[src/hw/rtl/ppaa_pkg.sv]
// Shared types, widths and constants for the polygon annulus area block.
`default_nettype none
package ppaa_pkg;
    localparam int COORD_BITS_DEF = 21;
    localparam int FRAC_BITS_DEF  = 8;
    localparam int MIN_BITS  = 52;
    localparam int MAX_BITS  = 44;
    localparam int AREA_BITS = 54;
    localparam logic [63:0] PI_Q60 = 64'h3243F6A8885A308D;

    localparam logic ADDR_CX = 1'b0;
    localparam logic ADDR_CY = 1'b1;

    typedef enum logic [3:0] {
        ST_IDLE,
        ST_VERT,
        ST_EDGE_SETUP,
        ST_EDGE_SQ,
        ST_EDGE_DIV,
        ST_EDGE_TAKE,
        ST_AREA_MUL,
        ST_AREA_LOAD,
        ST_OUT
    } state_t;

    // Commands from the controller to the datapath.
    typedef struct packed {
        logic load_vertex;
        logic load_first;
        logic take_vertex;
        logic edge_prev;
        logic edge_close;
        logic edge_setup;
        logic edge_square;
        logic div_step;
        logic edge_take;
        logic area_start;
        logic area_step;
        logic out_load;
        logic clear_run;
    } cmd_t;

    typedef struct packed {
        logic edge_ok;
        logic div_done;
        logic area_done;
    } stat_t;
endpackage
`default_nettype wire

[src/hw/rtl/ppaa_ctrl.sv]
// Sequencer for one vertex: vertex distance, edge projections, area.
`default_nettype none
module ppaa_ctrl (
    input  wire logic          clk,
    input  wire logic          rst_n,
    input  wire logic          in_valid,
    output logic               in_stall,
    input  wire logic          in_last,
    input  wire logic          out_stall,
    output logic               out_valid,
    input  wire ppaa_pkg::stat_t stat,
    output ppaa_pkg::cmd_t     cmd
);
    import ppaa_pkg::*;

    state_t state_reg, state_next;
    logic   have_first_reg, have_first_next;
    logic   last_reg, last_next;
    logic   close_reg, close_next;
    logic   out_valid_reg, out_valid_next;

    always_ff @(posedge clk or negedge rst_n)
    begin
        if (!rst_n)
        begin
            state_reg      <= ST_IDLE;
            have_first_reg <= 1'b0;
            last_reg       <= 1'b0;
            close_reg      <= 1'b0;
            out_valid_reg  <= 1'b0;
        end
        else
        begin
            state_reg      <= state_next;
            have_first_reg <= have_first_next;
            last_reg       <= last_next;
            close_reg      <= close_next;
            out_valid_reg  <= out_valid_next;
        end
    end

    assign out_valid = out_valid_reg;
    assign in_stall  = (state_reg != ST_IDLE);

    always_comb
    begin
        state_next      = state_reg;
        have_first_next = have_first_reg;
        last_next       = last_reg;
        close_next      = close_reg;
        out_valid_next  = out_valid_reg;
        cmd             = '0;
        if (out_valid_reg && !out_stall)
            out_valid_next = 1'b0;
        unique case (state_reg)
            ST_IDLE:
            begin
                if (in_valid)
                begin
                    cmd.load_vertex = 1'b1;
                    last_next       = in_last;
                    close_next      = 1'b0;
                    state_next      = ST_VERT;
                end
            end
            ST_VERT:
            begin
                // Edge from the previous vertex runs before this vertex is stored.
                if (have_first_reg)
                begin
                    cmd.edge_prev = 1'b1;
                    state_next    = ST_EDGE_SETUP;
                end
                else
                begin
                    // A lone vertex closes on itself: zero-length edge, skip it.
                    cmd.take_vertex = 1'b1;
                    cmd.load_first  = 1'b1;
                    have_first_next = 1'b1;
                    state_next      = last_reg ? ST_AREA_LOAD : ST_IDLE;
                end
            end
            ST_EDGE_SETUP:
            begin
                cmd.edge_setup = 1'b1;
                state_next     = ST_EDGE_SQ;
            end
            ST_EDGE_SQ:
            begin
                cmd.edge_square = 1'b1;
                state_next      = ST_EDGE_DIV;
            end
            ST_EDGE_DIV:
            begin
                if (!stat.edge_ok)
                    state_next = ST_EDGE_TAKE;
                else
                begin
                    cmd.div_step = 1'b1;
                    if (stat.div_done)
                        state_next = ST_EDGE_TAKE;
                end
            end
            ST_EDGE_TAKE:
            begin
                cmd.edge_take = stat.edge_ok;
                if (close_reg)
                    state_next = ST_AREA_LOAD;
                else
                begin
                    cmd.take_vertex = 1'b1;
                    if (last_reg)
                    begin
                        cmd.edge_close = 1'b1;
                        close_next     = 1'b1;
                        state_next     = ST_EDGE_SETUP;
                    end
                    else
                        state_next = ST_IDLE;
                end
            end
            ST_AREA_LOAD:
            begin
                // Running minimum is final here.
                cmd.area_start = 1'b1;
                state_next     = ST_AREA_MUL;
            end
            ST_AREA_MUL:
            begin
                cmd.area_step = 1'b1;
                if (stat.area_done)
                    state_next = ST_OUT;
            end
            ST_OUT:
            begin
                if (!out_valid_reg || !out_stall)
                begin
                    cmd.out_load    = 1'b1;
                    cmd.clear_run   = 1'b1;
                    out_valid_next  = 1'b1;
                    have_first_next = 1'b0;
                    state_next      = ST_IDLE;
                end
            end
            default:
                state_next = ST_IDLE;
        endcase
    end
endmodule
`default_nettype wire

[config.mk]
export PLATFORM = sky130hd
export DESIGN_NAME = ppaa_ctrl
export DESIGN_NICKNAME = d
export VERILOG_FILES = /design/src/hw/rtl/ppaa_pkg.sv /design/src/hw/rtl/ppaa_ctrl.sv
export SDC_FILE = /design/constraint.sdc
export NUM_CORES = 1
export LEC_CHECK = 0
export BUFFER_PORTS_ARGS = -buffer_cell sky130_fd_sc_hd__buf_2
export CORE_AREA = 2 2 39 41
export DETAILED_ROUTE_END_ITERATION = 7
export DIE_AREA = 0 0 41 43
export PLACE_DENSITY = 0.73
export SLEW_MARGIN = 20
export SYNTH_ARGS = -nofsm -noshare
export SYNTH_HDL_FRONTEND = slang
export SYNTH_SLANG_ARGS = --single-unit
export TNS_END_PERCENT = 30
[constraint.sdc]
create_clock -name clk -period 2 [get_ports clk]
set_input_delay 0.4 -clock clk [delete_from_list [all_inputs] [get_ports clk]]
set_output_delay 0.4 -clock clk [all_outputs]
set_load 0.005 [all_outputs]
# [Word-level counts from Yosys, hierarchy flattened]
# Index checks and enable logic that the tools add are counted.
[op_classes] add_sub_neg=0 multipliers=0 div_mod_pow=0 order_cmp=0 eq_ne=12 n_shift=0 n_mux=38 bitwise_logic=0 reduce_logical=12
[op_table] op="4-bit one-hot mux with 9 select lines" count=1
[op_table] op="4-bit two-way mux" count=6
[op_table] op="1-bit two-way mux" count=22
[op_table] op="4-bit by 3-bit == test with 1-bit output, second input constant" count=4
[op_table] op="4-bit by 2-bit == test with 1-bit output, second input constant" count=2
[op_table] op="2-bit two-way mux" count=4
[op_table] op="3-bit two-way mux" count=2
[op_table] op="2-bit != test, second input constant" count=3
[op_table] op="1-bit one-hot mux with 2 select lines" count=3
[op_table] op="2-bit AND reduction" count=3
[op_table] op="4-bit by 1-bit == test with 1-bit output, second input constant" count=1
[op_table] op="4-bit == test, second input constant" count=1
[op_table] op="4-bit logical NOT" count=1
[op_table] op="4-bit AND reduction" count=1
[op_table] op="2-bit nonzero test" count=2
[op_table] op="4-bit nonzero test" count=1
[op_table] op="3-bit != test, second input constant" count=1
[op_table] op="1-bit logical NOT" count=2
[op_table] op="1-bit logical AND" count=1
[op_table] op="1-bit logical OR" count=1
[word_totals] ff_bits=8 latch_bits=0 ram_bits=0 romBits=0 input_bits=8 output_inout_bits=15 word_cells=67 mem_count=0

# [Longest topological paths before layout]
# Gate-level depths: netlist of the first run.
[depth] depth_word=5 ltp_mapped=5 ltp_nobuf=4

# [Worst setup path after synthesis of the first run]
# OpenSTA, ideal clock, no wires.
[synth_timing] kind="register -> register" from="register state_reg[2]" to="register state_reg[2]" setup_time_ps=125 arrival_ps=1586 setup_slack_ps=289 path_stages_with_launch=6 n_path_buf=1 synth_period_minus_slack_ps=1711 path_cell_list="dfrtp_1 buf_6 or4b_4 or2_4 nand3_4 mux2_4"
[synth_via] elab_chain_len=3 elab_cells_between_ends=15 cone_classes="eq/ne: 12; mux: 1; reduce/logical: 2"
[synth_rtl] item="start, declared" line_no="ppaa_ctrl.sv:16" rtl="state_t state_reg, state_next;"
[synth_rtl] item="start signal, assigned" line_no="ppaa_ctrl.sv:34" rtl="state_reg <= state_next;"
[synth_rtl] item="4-bit by 3-bit == test with 1-bit output, or another cell as far along" line_no="ppaa_ctrl.sv:55" rtl="unique case (state_reg)"
[synth_rtl] item="3-bit != test (no source line) or 2-bit != test (tied branches)"
[synth_rtl] item="4-bit AND reduction (no source line)"
# Several ways; a longest one is shown, not always the timed one.
# A chain may end at the register's enable or synchronous reset.

==> reports/qor.csv, run 1 <==
metric,value,unit
outcome,completed,
synthDistinctLibCells,30,
cp.required,1.60,ns
synth_warnings,0,
hold_class,in -> reg,
reg2reg_to,state_reg[2]$_DFFE_PN0P_,
crit_chain,or4b_4 > a21oi_2 > buf_2,
die-area,1763,um^2
cts-root-buf,clkbuf_4,
final_max_slew_viol_count,0,
cts_buffer_depth,2,
gp_congestion,0.8620,
hold_end,last_reg$_DFFE_PN0P_,
skew,0.001032,ns
drc,0,
htree_levels,1,
synth-xor-area-share,0,%
insertion_delay,0.26,ns
ys_seq_area_share,34.41,%
finalHoldViolCount,0,
cts_tree,done,
worstMarginPinSlew,0.2737,ns
drtIter0Drc,12,
r2r_slack,0.26,ns
crit_start,state_reg[2]$_DFFE_PN0P_,
synth_nets,75,
crit_buf_inv,1,
synth_top_family_by_area,simple AND/OR/NAND/NOR gates,
rsz0062_at_grt,false,
synth-simple-area-share,39.57,%
vias,581,
path_clk_slew,0.05,ns
fmaxAchievable,527.3,MHz
avgSynthCellArea,8.684,um^2
insertedDiodeCount,0,
syn_to_final_growth,30.32,%
syn_area,581.8,um^2
cts_buffers,3,
synth_area_leaders,"dfrtp_1 34%, and3_1 6.5%, nor2_1 5.8%",
grt_first_pass_wirelength,2208,um
grt_usage,19.35,%
fin_crit_sh,94.82,%
period_minus_slack,1.896,ns
io_buffers,22,
worstRegToRegCells,4,
gr-total-overflow,0,
fillers,140,
yosysTopAreaCellShare,34.41,%
yosysTopAreaCell,dfrtp_1,
num_rows,14,
power_density,1482,nW/um^2
wl_per_cell,12.46,um
nets,101,
holdPathStages,2,
routed_wl,1333,um
hpwlAfterDp,1004,um
grt_pass1_vias,508,
grt_antenna_before_repair,0,
start_kind,register,
synth_fa_ha_area_share,0,%
largest_register_ffs,4,
slowest_stage,or4b_4,
final-setup-viol-count,0,
maxCapViolations,0,
syn-instance-count,67,
r2r_start,state_reg[3]$_DFFE_PN0P_,
ir_worst_vdd,0.0007755,V
end_kind,primary output,
fin_util,54.79,%
critPathKind,reg -> out,
drive_above_1_share,43.96,%
synth.area.mux_share,4.516,%
clkSinkCount,8,
power.total,1.124,mW
final_antenna_net_count,0,
cp_max_fo,11,
worstPathArrival,1.50,ns
io_pins,23,
max_stage_delay,0.52,ns
drt-pass1-iter-count,4,
relSlewSlack,81.69,%
vias_per_cell,5.430,
grt_max_degree,13,
ys_ff_latch,8,
fin_tns_setup,0,ns
start_util,42.04,%
core_area,1384,um^2
synth_compound_area_share,16.34,%
die_h,43,um
hp-start,in_last,
die_x,41,um
path_delay_family,simple AND/OR/NAND/NOR gates,
p_leak,0.4004,nW
post_cts_buffers,0,
[cells in the final DEF (no fill, tap or decap)]
cell           instances
nor3b_1                1
o21bai_1               1
nor3_4                 1
inv_1                  1
o311a_1                1
dfrtp_1                6
nor2_1                 9
buf_4                  2
or4_1                  1
or4b_4                 1
mux2_4                 1
nor2b_2                2
a221o_1                1
mux2_2                 1
a31oi_1                1
buf_2                 22
dlygate4sd3_1          1
or2_2                  1
dfrtp_2                2
or2_4                  2
clkbuf_4               3
o21ai_0                3
a21oi_2                1
nand3_4                1
nand4bb_1              1
nand3_1                1
and3_1                 6
o22a_1                 1
o211ai_1               1
nand2b_1               4
nand4b_1               2
a21oi_1                5
nand2_1                4
[synth_stat cells, drive strengths merged]
cell,instances
buf,2
nor2,9
o311a,1
or2,3
nor3,1
and3,6
nand4b,2
nor3b,1
nand4bb,1
inv,1
clkbuf,2
nand2b,4
o21ai,3
dfrtp,8
nor2b,2
nand3,2
a221o,1
or4,1
or4b,1
a31oi,1
nand2,4
o21bai,1
a21oi,6
mux2,2
o211ai,1
o22a,1
[metal layers]
metal	global-route usage, %	wire, um	vias up
li1	-	-	296
met1	21.52	574	262
met2	30.00	647	19
met3	9.424	94	4
met4	8.000	17	0
met5	0	0	-
[report_power, final]
group,internal [mW],switching (mW),total [mW]
Sequential,0.236,0.102,0.339
Clock,0.0688,0.0579,0.127
Combinational,0.333,0.326,0.658
Total,0.638,0.486,1.12
[area by class of cell]
| type | instances | area (um^2) | share of cell area, % |
|---|---|---|---|
| clock buffer | 3 | 22.52 | 2.970 |
| sequential | 8 | 202.7 | 26.73 |
| inverter | 1 | 3.754 | 0.4950 |
| multi-input combinational | 54 | 374.1 | 49.34 |
| tap | 16 | 20.02 | 2.640 |
| timing repair buffer | 25 | 135.1 | 17.82 |
[repair_timing]
| item | 4_1_cts | 5_1_grt |
|---|---|---|
| resized for setup | 2 | 6 |
| endpoints found under the hold margin | 8 | 0 |
| gates cloned | 0 | 0 |
| hold buffers | 1 | 0 |
| endpoints found under the setup margin | 2 | 4 |
| pin swaps | 0 | 0 |
[how the worst max path moves through the flow]
stage | depth (start not counted) | to | slack (ns)
floorplan | 5 | state_reg[2]$_DFFE_PN0P_ | 0.29
global placement | 4 | state_reg[2]$_DFFE_PN0P_ | 0.26
detailed placement | 4 | state_reg[2]$_DFFE_PN0P_ | 0.26
CTS | 3 | cmd[0] | 0.02
global route | 3 | cmd[1] | 0.007
finish | 3 | cmd[0] | 0.10
[kinds of logic (layout without fill, tap and decap cells)]
kind of cell           after synthesis  after routing
and+or+nand+nor                     37             37
AOI/OAI and AO/OA                   15             15
DFF                                  8              8
buffers and inverters                5             29
muxes                                2              2
[metrics by stage]
stage | area [um^2] | hold slack (ns) | cells | setup slack [ns]
after floorplan | 581.8 | 0.1044 | 67 | 0.2888
after global placement | 700.7 | 0.2512 | 103 | 0.2580
after detailed placement | 700.7 | 0.2514 | 103 | 0.2575
after CTS | 740.7 | 0.3652 | 107 | 0.01759
after global routing | 758.2 | 0.3550 | 107 | 0.007116
final | 758.2 | 0.3765 | 107 | 0.1037
Note: power is estimated with default switching activity, not from simulation.
==> inputs of run 2 (changes only) <==
==> constraint.sdc (replaced) <==
create_clock -name clk -period 2 [get_ports clk]
set_input_delay 0.2 -clock clk [delete_from_list [all_inputs] [get_ports clk]]
set_output_delay 0.2 -clock clk [all_outputs]
set_load 0.005 [all_outputs]
==> reports/qor.csv, run 2 (synthesized netlist as in run 1, its figures left out) <==
metric,value,unit,change
io_buffers,22,,unchanged
outcome,completed,,
die-area,1763,um^2,unchanged
post_cts_buffers,0,,unchanged
grt_usage,18.72,%,-0.63 points
path_clk_slew,0.05,ns,about the same
drt-pass1-iter-count,4,,unchanged
insertedDiodeCount,0,,unchanged
drc,0,,unchanged
htree_levels,1,,unchanged
holdPathStages,2,,unchanged
layout_common_cells,"22 x buf_2, 9 x nor2_1, 8 x dfrtp_1, 6 x and3_1, 6 x a21oi_1",,
final_max_slew_viol_count,0,,unchanged
period_minus_slack,1.779,ns,-0.1170 ns
hpwlAfterDp,1045,um,+4.1%
critPathKind,reg -> out,,
post_cts_resized,0,,-2
worstPathArrival,1.58,ns,+0.08 ns
start_util,42.04,%,unchanged
fin_crit_sh,88.97,%,-5.9 points
maxCapViolations,0,,unchanged
hp-start,in_last,,
hold_class,in -> reg,,
num_rows,14,,unchanged
grt_pass1_vias,539,,+6.1%
cp_max_fo,11,,unchanged
reg2reg_to,state_reg[2]$_DFFE_PN0P_,,
r2r_slack,0.23,ns,-0.03 ns
hold_end,last_reg$_DFFE_PN0P_,,
clkSinkCount,8,,unchanged
mostFrequentLayoutCell,buf_2,,
fillers,139,,-0.71%
worstMarginPinSlew,0.3154,ns,+0.04170 ns
end_kind,primary output,,
cts_buffer_depth,2,,unchanged
io_pins,23,,unchanged
cp.required,1.80,ns,+0.20 ns
drive_above_1_share,38.04,%,-5.9 points
final_antenna_net_count,0,,unchanged
p_leak,0.4029,nW,+0.61%
vias_per_cell,5.519,,+1.6%
cts_buffers,3,,unchanged
cts_tree,done,,
r2r_start,state_reg[2]$_DFFE_PN0P_,,
vias,596,,+2.6%
power_density,1481,nW/um^2,about the same
relSlewSlack,78.97,%,-2.7 points
fmaxAchievable,562.0,MHz,+6.6%
routed_wl,1370,um,+2.8%
fin_tns_setup,0,ns,unchanged
final-setup-viol-count,0,,unchanged
skew,0.003760,ns,+0.002728 ns
gp_congestion,0.8937,,+3.7%
cts-root-buf,clkbuf_4,,
syn_to_final_growth,27.31,%,
grt_antenna_before_repair,0,,unchanged
nets,102,,+0.99%
die_h,43,um,unchanged
core_area,1384,um^2,unchanged
wl_per_cell,12.69,um,+1.8%
grt_first_pass_wirelength,2214,um,+0.27%
fin_util,53.53,%,-1.3 points
largest_register_ffs,4,,unchanged
insertion_delay,0.25,ns,about the same
start_kind,register,,
finalHoldViolCount,0,,unchanged
rsz0062_at_grt,false,,
grt_max_degree,13,,unchanged
gr-total-overflow,0,,unchanged
die_x,41,um,unchanged
worstRegToRegCells,4,,unchanged
ir_worst_vdd,0.0007074,V,-8.8%
drtIter0Drc,14,,+2
## run 2: cell count changes in the layout (fill, tap and decap cells not counted), sizes merged
cell  delta
buf      +1
## run 2: what timing repair did
| item | in CTS | in global routing |
|---|---|---|
| endpoints found under the hold margin | 8 | 0 |
| hold buffers | 1 | 0 |
| endpoints found under the setup margin | 0 | 0 |
## run 2: worst max-delay path by stage
stage               cells after the start  slack (ns)                     start                  endpoint
finish                                  3        0.22  state_reg[2]$_DFFE_PN0P_                    cmd[0]
global route                            3        0.10  state_reg[2]$_DFFE_PN0P_                    cmd[1]
detailed placement                      4        0.25  state_reg[2]$_DFFE_PN0P_  state_reg[2]$_DFFE_PN0P_
CTS                                     3        0.21  state_reg[2]$_DFFE_PN0P_                    cmd[0]
global placement                        4        0.29  state_reg[2]$_DFFE_PN0P_  state_reg[2]$_DFFE_PN0P_
floorplan                               5        0.29  state_reg[2]$_DFFE_PN0P_  state_reg[2]$_DFFE_PN0P_
## run 2: power by group
| group | switching (mW) | internal, mW |
|---|---|---|
| Sequential | 0.103 | 0.233 |
| Clock | 0.0518 | 0.0684 |
| Combinational | 0.314 | 0.327 |
## run 2: layout make-up
class / instances / area [um^2] / area share [%]
tap: 16 / 20.02 / 2.703
clock buffer: 3 / 22.52 / 3.041
timing repair buffer: 26 / 142.6 / 19.26
sequential: 8 / 200.2 / 27.03
multi-input combinational: 54 / 351.6 / 47.47
inverter: 1 / 3.754 / 0.5068
## run 2: critical path: stages (launching register included)
cell     delay, ns
dfrtp_1       0.48
or4b_4        0.53
a21oi_1       0.17
buf_2         0.14
## run 2: per-layer routing
layer / routed length (um) / track usage, %
met5: 0 / 0
met4: 21 / 6.667
met3: 104 / 9.424
met2: 641 / 27.19
met1: 603 / 23.10
## run 2: per-stage QoR
step	area [um^2]	instances	hold WS [ns]	power (mW)	worst slack [ns]
global route	740.7	108	0.1613	1.200	0.1026
global placement	708.2	104	0.04954	0.9557	0.2869
finish	740.7	108	0.1783	1.097	0.2207
detailed placement	708.2	104	0.05052	0.9711	0.2524
CTS	740.7	108	0.1710	1.104	0.2131
floorplan	581.8	67	-0.09559	0.7721	0.2888
==> inputs of run 3 (changes only) <==
--- a/config.mk
+++ b/config.mk
@@ -7,9 +7,11 @@
 export LEC_CHECK = 0
 export BUFFER_PORTS_ARGS = -buffer_cell sky130_fd_sc_hd__buf_2
 export CORE_AREA = 2 2 39 41
+export CTS_CLUSTER_DIAMETER = 120
 export DETAILED_ROUTE_END_ITERATION = 7
 export DIE_AREA = 0 0 41 43
 export PLACE_DENSITY = 0.73
+export RECOVER_POWER = 25
 export SLEW_MARGIN = 20
 export SYNTH_ARGS = -nofsm -noshare
 export SYNTH_HDL_FRONTEND = slang
==> constraint.sdc (replaced) <==
create_clock -name clk -period 2.1 [get_ports clk]
set_input_delay 0.21 -clock clk [delete_from_list [all_inputs] [get_ports clk]]
set_output_delay 0.21 -clock clk [all_outputs]
set_load 0.005 [all_outputs]
==> reports/qor.csv, run 3 (synthesized netlist as in run 1, its figures left out) <==
metric,value,unit,change
hpwlAfterDp,988.3,um,-5.5%
final_max_slew_viol_count,0,,unchanged
period_minus_slack,1.834,ns,
maxCapViolations,0,,unchanged
grt_usage,19.51,%,+0.79 points
cts_hold_buf,1,,unchanged
insertedDiodeCount,0,,unchanged
worstPathArrival,1.62,ns,+0.04 ns
grt_first_pass_wirelength,2325,um,+5.0%
nets,102,,unchanged
cts_tree,done,,
die_h,43,um,unchanged
gr-total-overflow,0,,unchanged
hold_class,in -> reg,,
worstMarginPinSlew,0.4666,ns,+0.1512 ns
core_area,1384,um^2,unchanged
io_buffers,22,,unchanged
fin_tns_setup,0,ns,unchanged
cp_max_fo,11,,unchanged
cp.required,1.89,ns,+0.09 ns
switching_share,42.82,%,+0.11 points
drive_above_1_share,36.96,%,-1.1 points
grt_antenna_before_repair,0,,unchanged
p_seq_share,29.8,%,-0.8 points
wl_per_cell,12.35,um,-2.6%
start_kind,register,,
insertion_delay,0.27,ns,+0.02 ns
final_cell_area,739.5,um^2,-0.17%
post_cts_resized,0,,unchanged
fmaxAchievable,545.3,MHz,
largest_register_ffs,4,,unchanged
end_kind,primary output,,
clkSinkCount,8,,unchanged
place_area,708.2,um^2,unchanged
post_cts_buffers,0,,unchanged
die-area,1763,um^2,unchanged
vias_per_cell,5.398,,-2.2%
syn_to_final_growth,27.10,%,
drt-pass1-iter-count,4,,unchanged
htree_levels,1,,unchanged
skew,0.007360,ns,+0.003599 ns
clkPwrFrac,12.1,%,+1.1 points
cts-root-buf,clkbuf_4,,
rsz0062_at_grt,false,,
drtIter0Drc,11,,-3
final_antenna_net_count,0,,unchanged
power_frac_comb,58.0,%,-0.5 points
die_x,41,um,unchanged
vias,583,,-2.2%
critPathKind,reg -> out,,
cts_buffers,3,,unchanged
path_clk_slew,0.06,ns,about the same
mostFrequentLayoutCell,buf_2,,
start_util,42.04,%,unchanged
ir_worst_vdd,0.0006684,V,-5.5%
power_density,1416,nW/um^2,-4.4%
routed_wl,1334,um,-2.6%
final-setup-viol-count,0,,unchanged
p_int,0.5986,mW,-4.8%
io_pins,23,,unchanged
layout_common_cells,"21 x buf_2, 9 x nor2_1, 8 x dfrtp_1, 6 x and3_1, 6 x a21oi_1",,
outcome,completed,,
drc,0,,unchanged
power.switching,0.4483,mW,-4.3%
grt_pass1_vias,545,,+1.1%
cts_buffer_depth,2,,unchanged
p_leak,0.4001,nW,-0.68%
num_rows,14,,unchanged
grt_max_degree,13,,unchanged
fin_crit_sh,87.32,%,
gp_congestion,0.8259,,-7.6%
finalHoldViolCount,0,,unchanged
relSlewSlack,68.90,%,-10 points
==> run 3: changes by cell type in the layout (fill, tap and decap cells not counted), sizes merged <==
| cell | before | now |
|---|---|---|
| buf | 25 | 24 |
| clkbuf | 3 | 4 |
==> run 3: stage by stage <==
| stage | power, mW | util, % | setup slack (ns) | instances | hold WS (ns) |
|---|---|---|---|---|---|
| after global placement | 0.9128 | 51.18 | 0.3884 | 104 | 0.06350 |
| after detailed placement | 0.9138 | 51.18 | 0.3545 | 104 | 0.06696 |
| final | 1.047 | 53.44 | 0.2662 | 108 | 0.1710 |
| after global routing | 1.152 | 53.44 | 0.1500 | 108 | 0.1940 |
| after floorplan | 0.7354 | - | 0.3888 | 67 | -0.08559 |
| after CTS | 1.044 | 53.53 | 0.3102 | 108 | 0.1749 |
==> run 3: worst max-delay path, stage by stage (launching register included) <==
cell and delay, ns:
dfrtp_1 0.47, or2_2 0.34, nor3_1 0.26, o21bai_1 0.16
buf_2 0.13
==> run 3: worst paths after layout <==
path,start,end,slack (ns),cells past startpoint
worst max-delay path,state_reg[2]$_DFFE_PN0P_,cmd[10],0.27,4
max in group asynchronous,rst_n,state_reg[0]$_DFFE_PN0P_,1.38,2
worst min-delay path,in_last,last_reg$_DFFE_PN0P_,0.17,2
worst min register to register,out_valid$_DFF_PN0_,out_valid$_DFF_PN0_,0.55,2
min in group asynchronous,rst_n,out_valid$_DFF_PN0_,0.40,2
worst max register to register,state_reg[2]$_DFFE_PN0P_,state_reg[2]$_DFFE_PN0P_,0.34,4
==> run 3: metal layers <==
metal,share of wire [%],global-route usage [%],vias to the layer above
met2,44,25.62,18
met4,1.6,10.00,0
met5,0,0,-
li1,-,-,291
met1,48,29.77,270
met3,5.7,3.141,4
==> run 3: power by group through the flow <==
stage / sequential (mW) / clock, mW / combinational [mW]
after floorplan: 0.281 / 0 / 0.454
after global placement: 0.311 / 0 / 0.602
after detailed placement: 0.315 / 0 / 0.599
after CTS: 0.311 / 0.127 / 0.606
after global routing: 0.329 / 0.133 / 0.690
final: 0.312 / 0.127 / 0.607
==> run 3: layout make-up <==
cell class                      instances  area, um^2
Fill cell                             130       644.4
Tap cell                               16       20.02
Multi-Input combinational cell         54       351.6
Inverter                                1       3.754
Sequential cell                         8       200.2
Timing Repair Buffer                   26       141.4
Clock buffer                            3       22.52
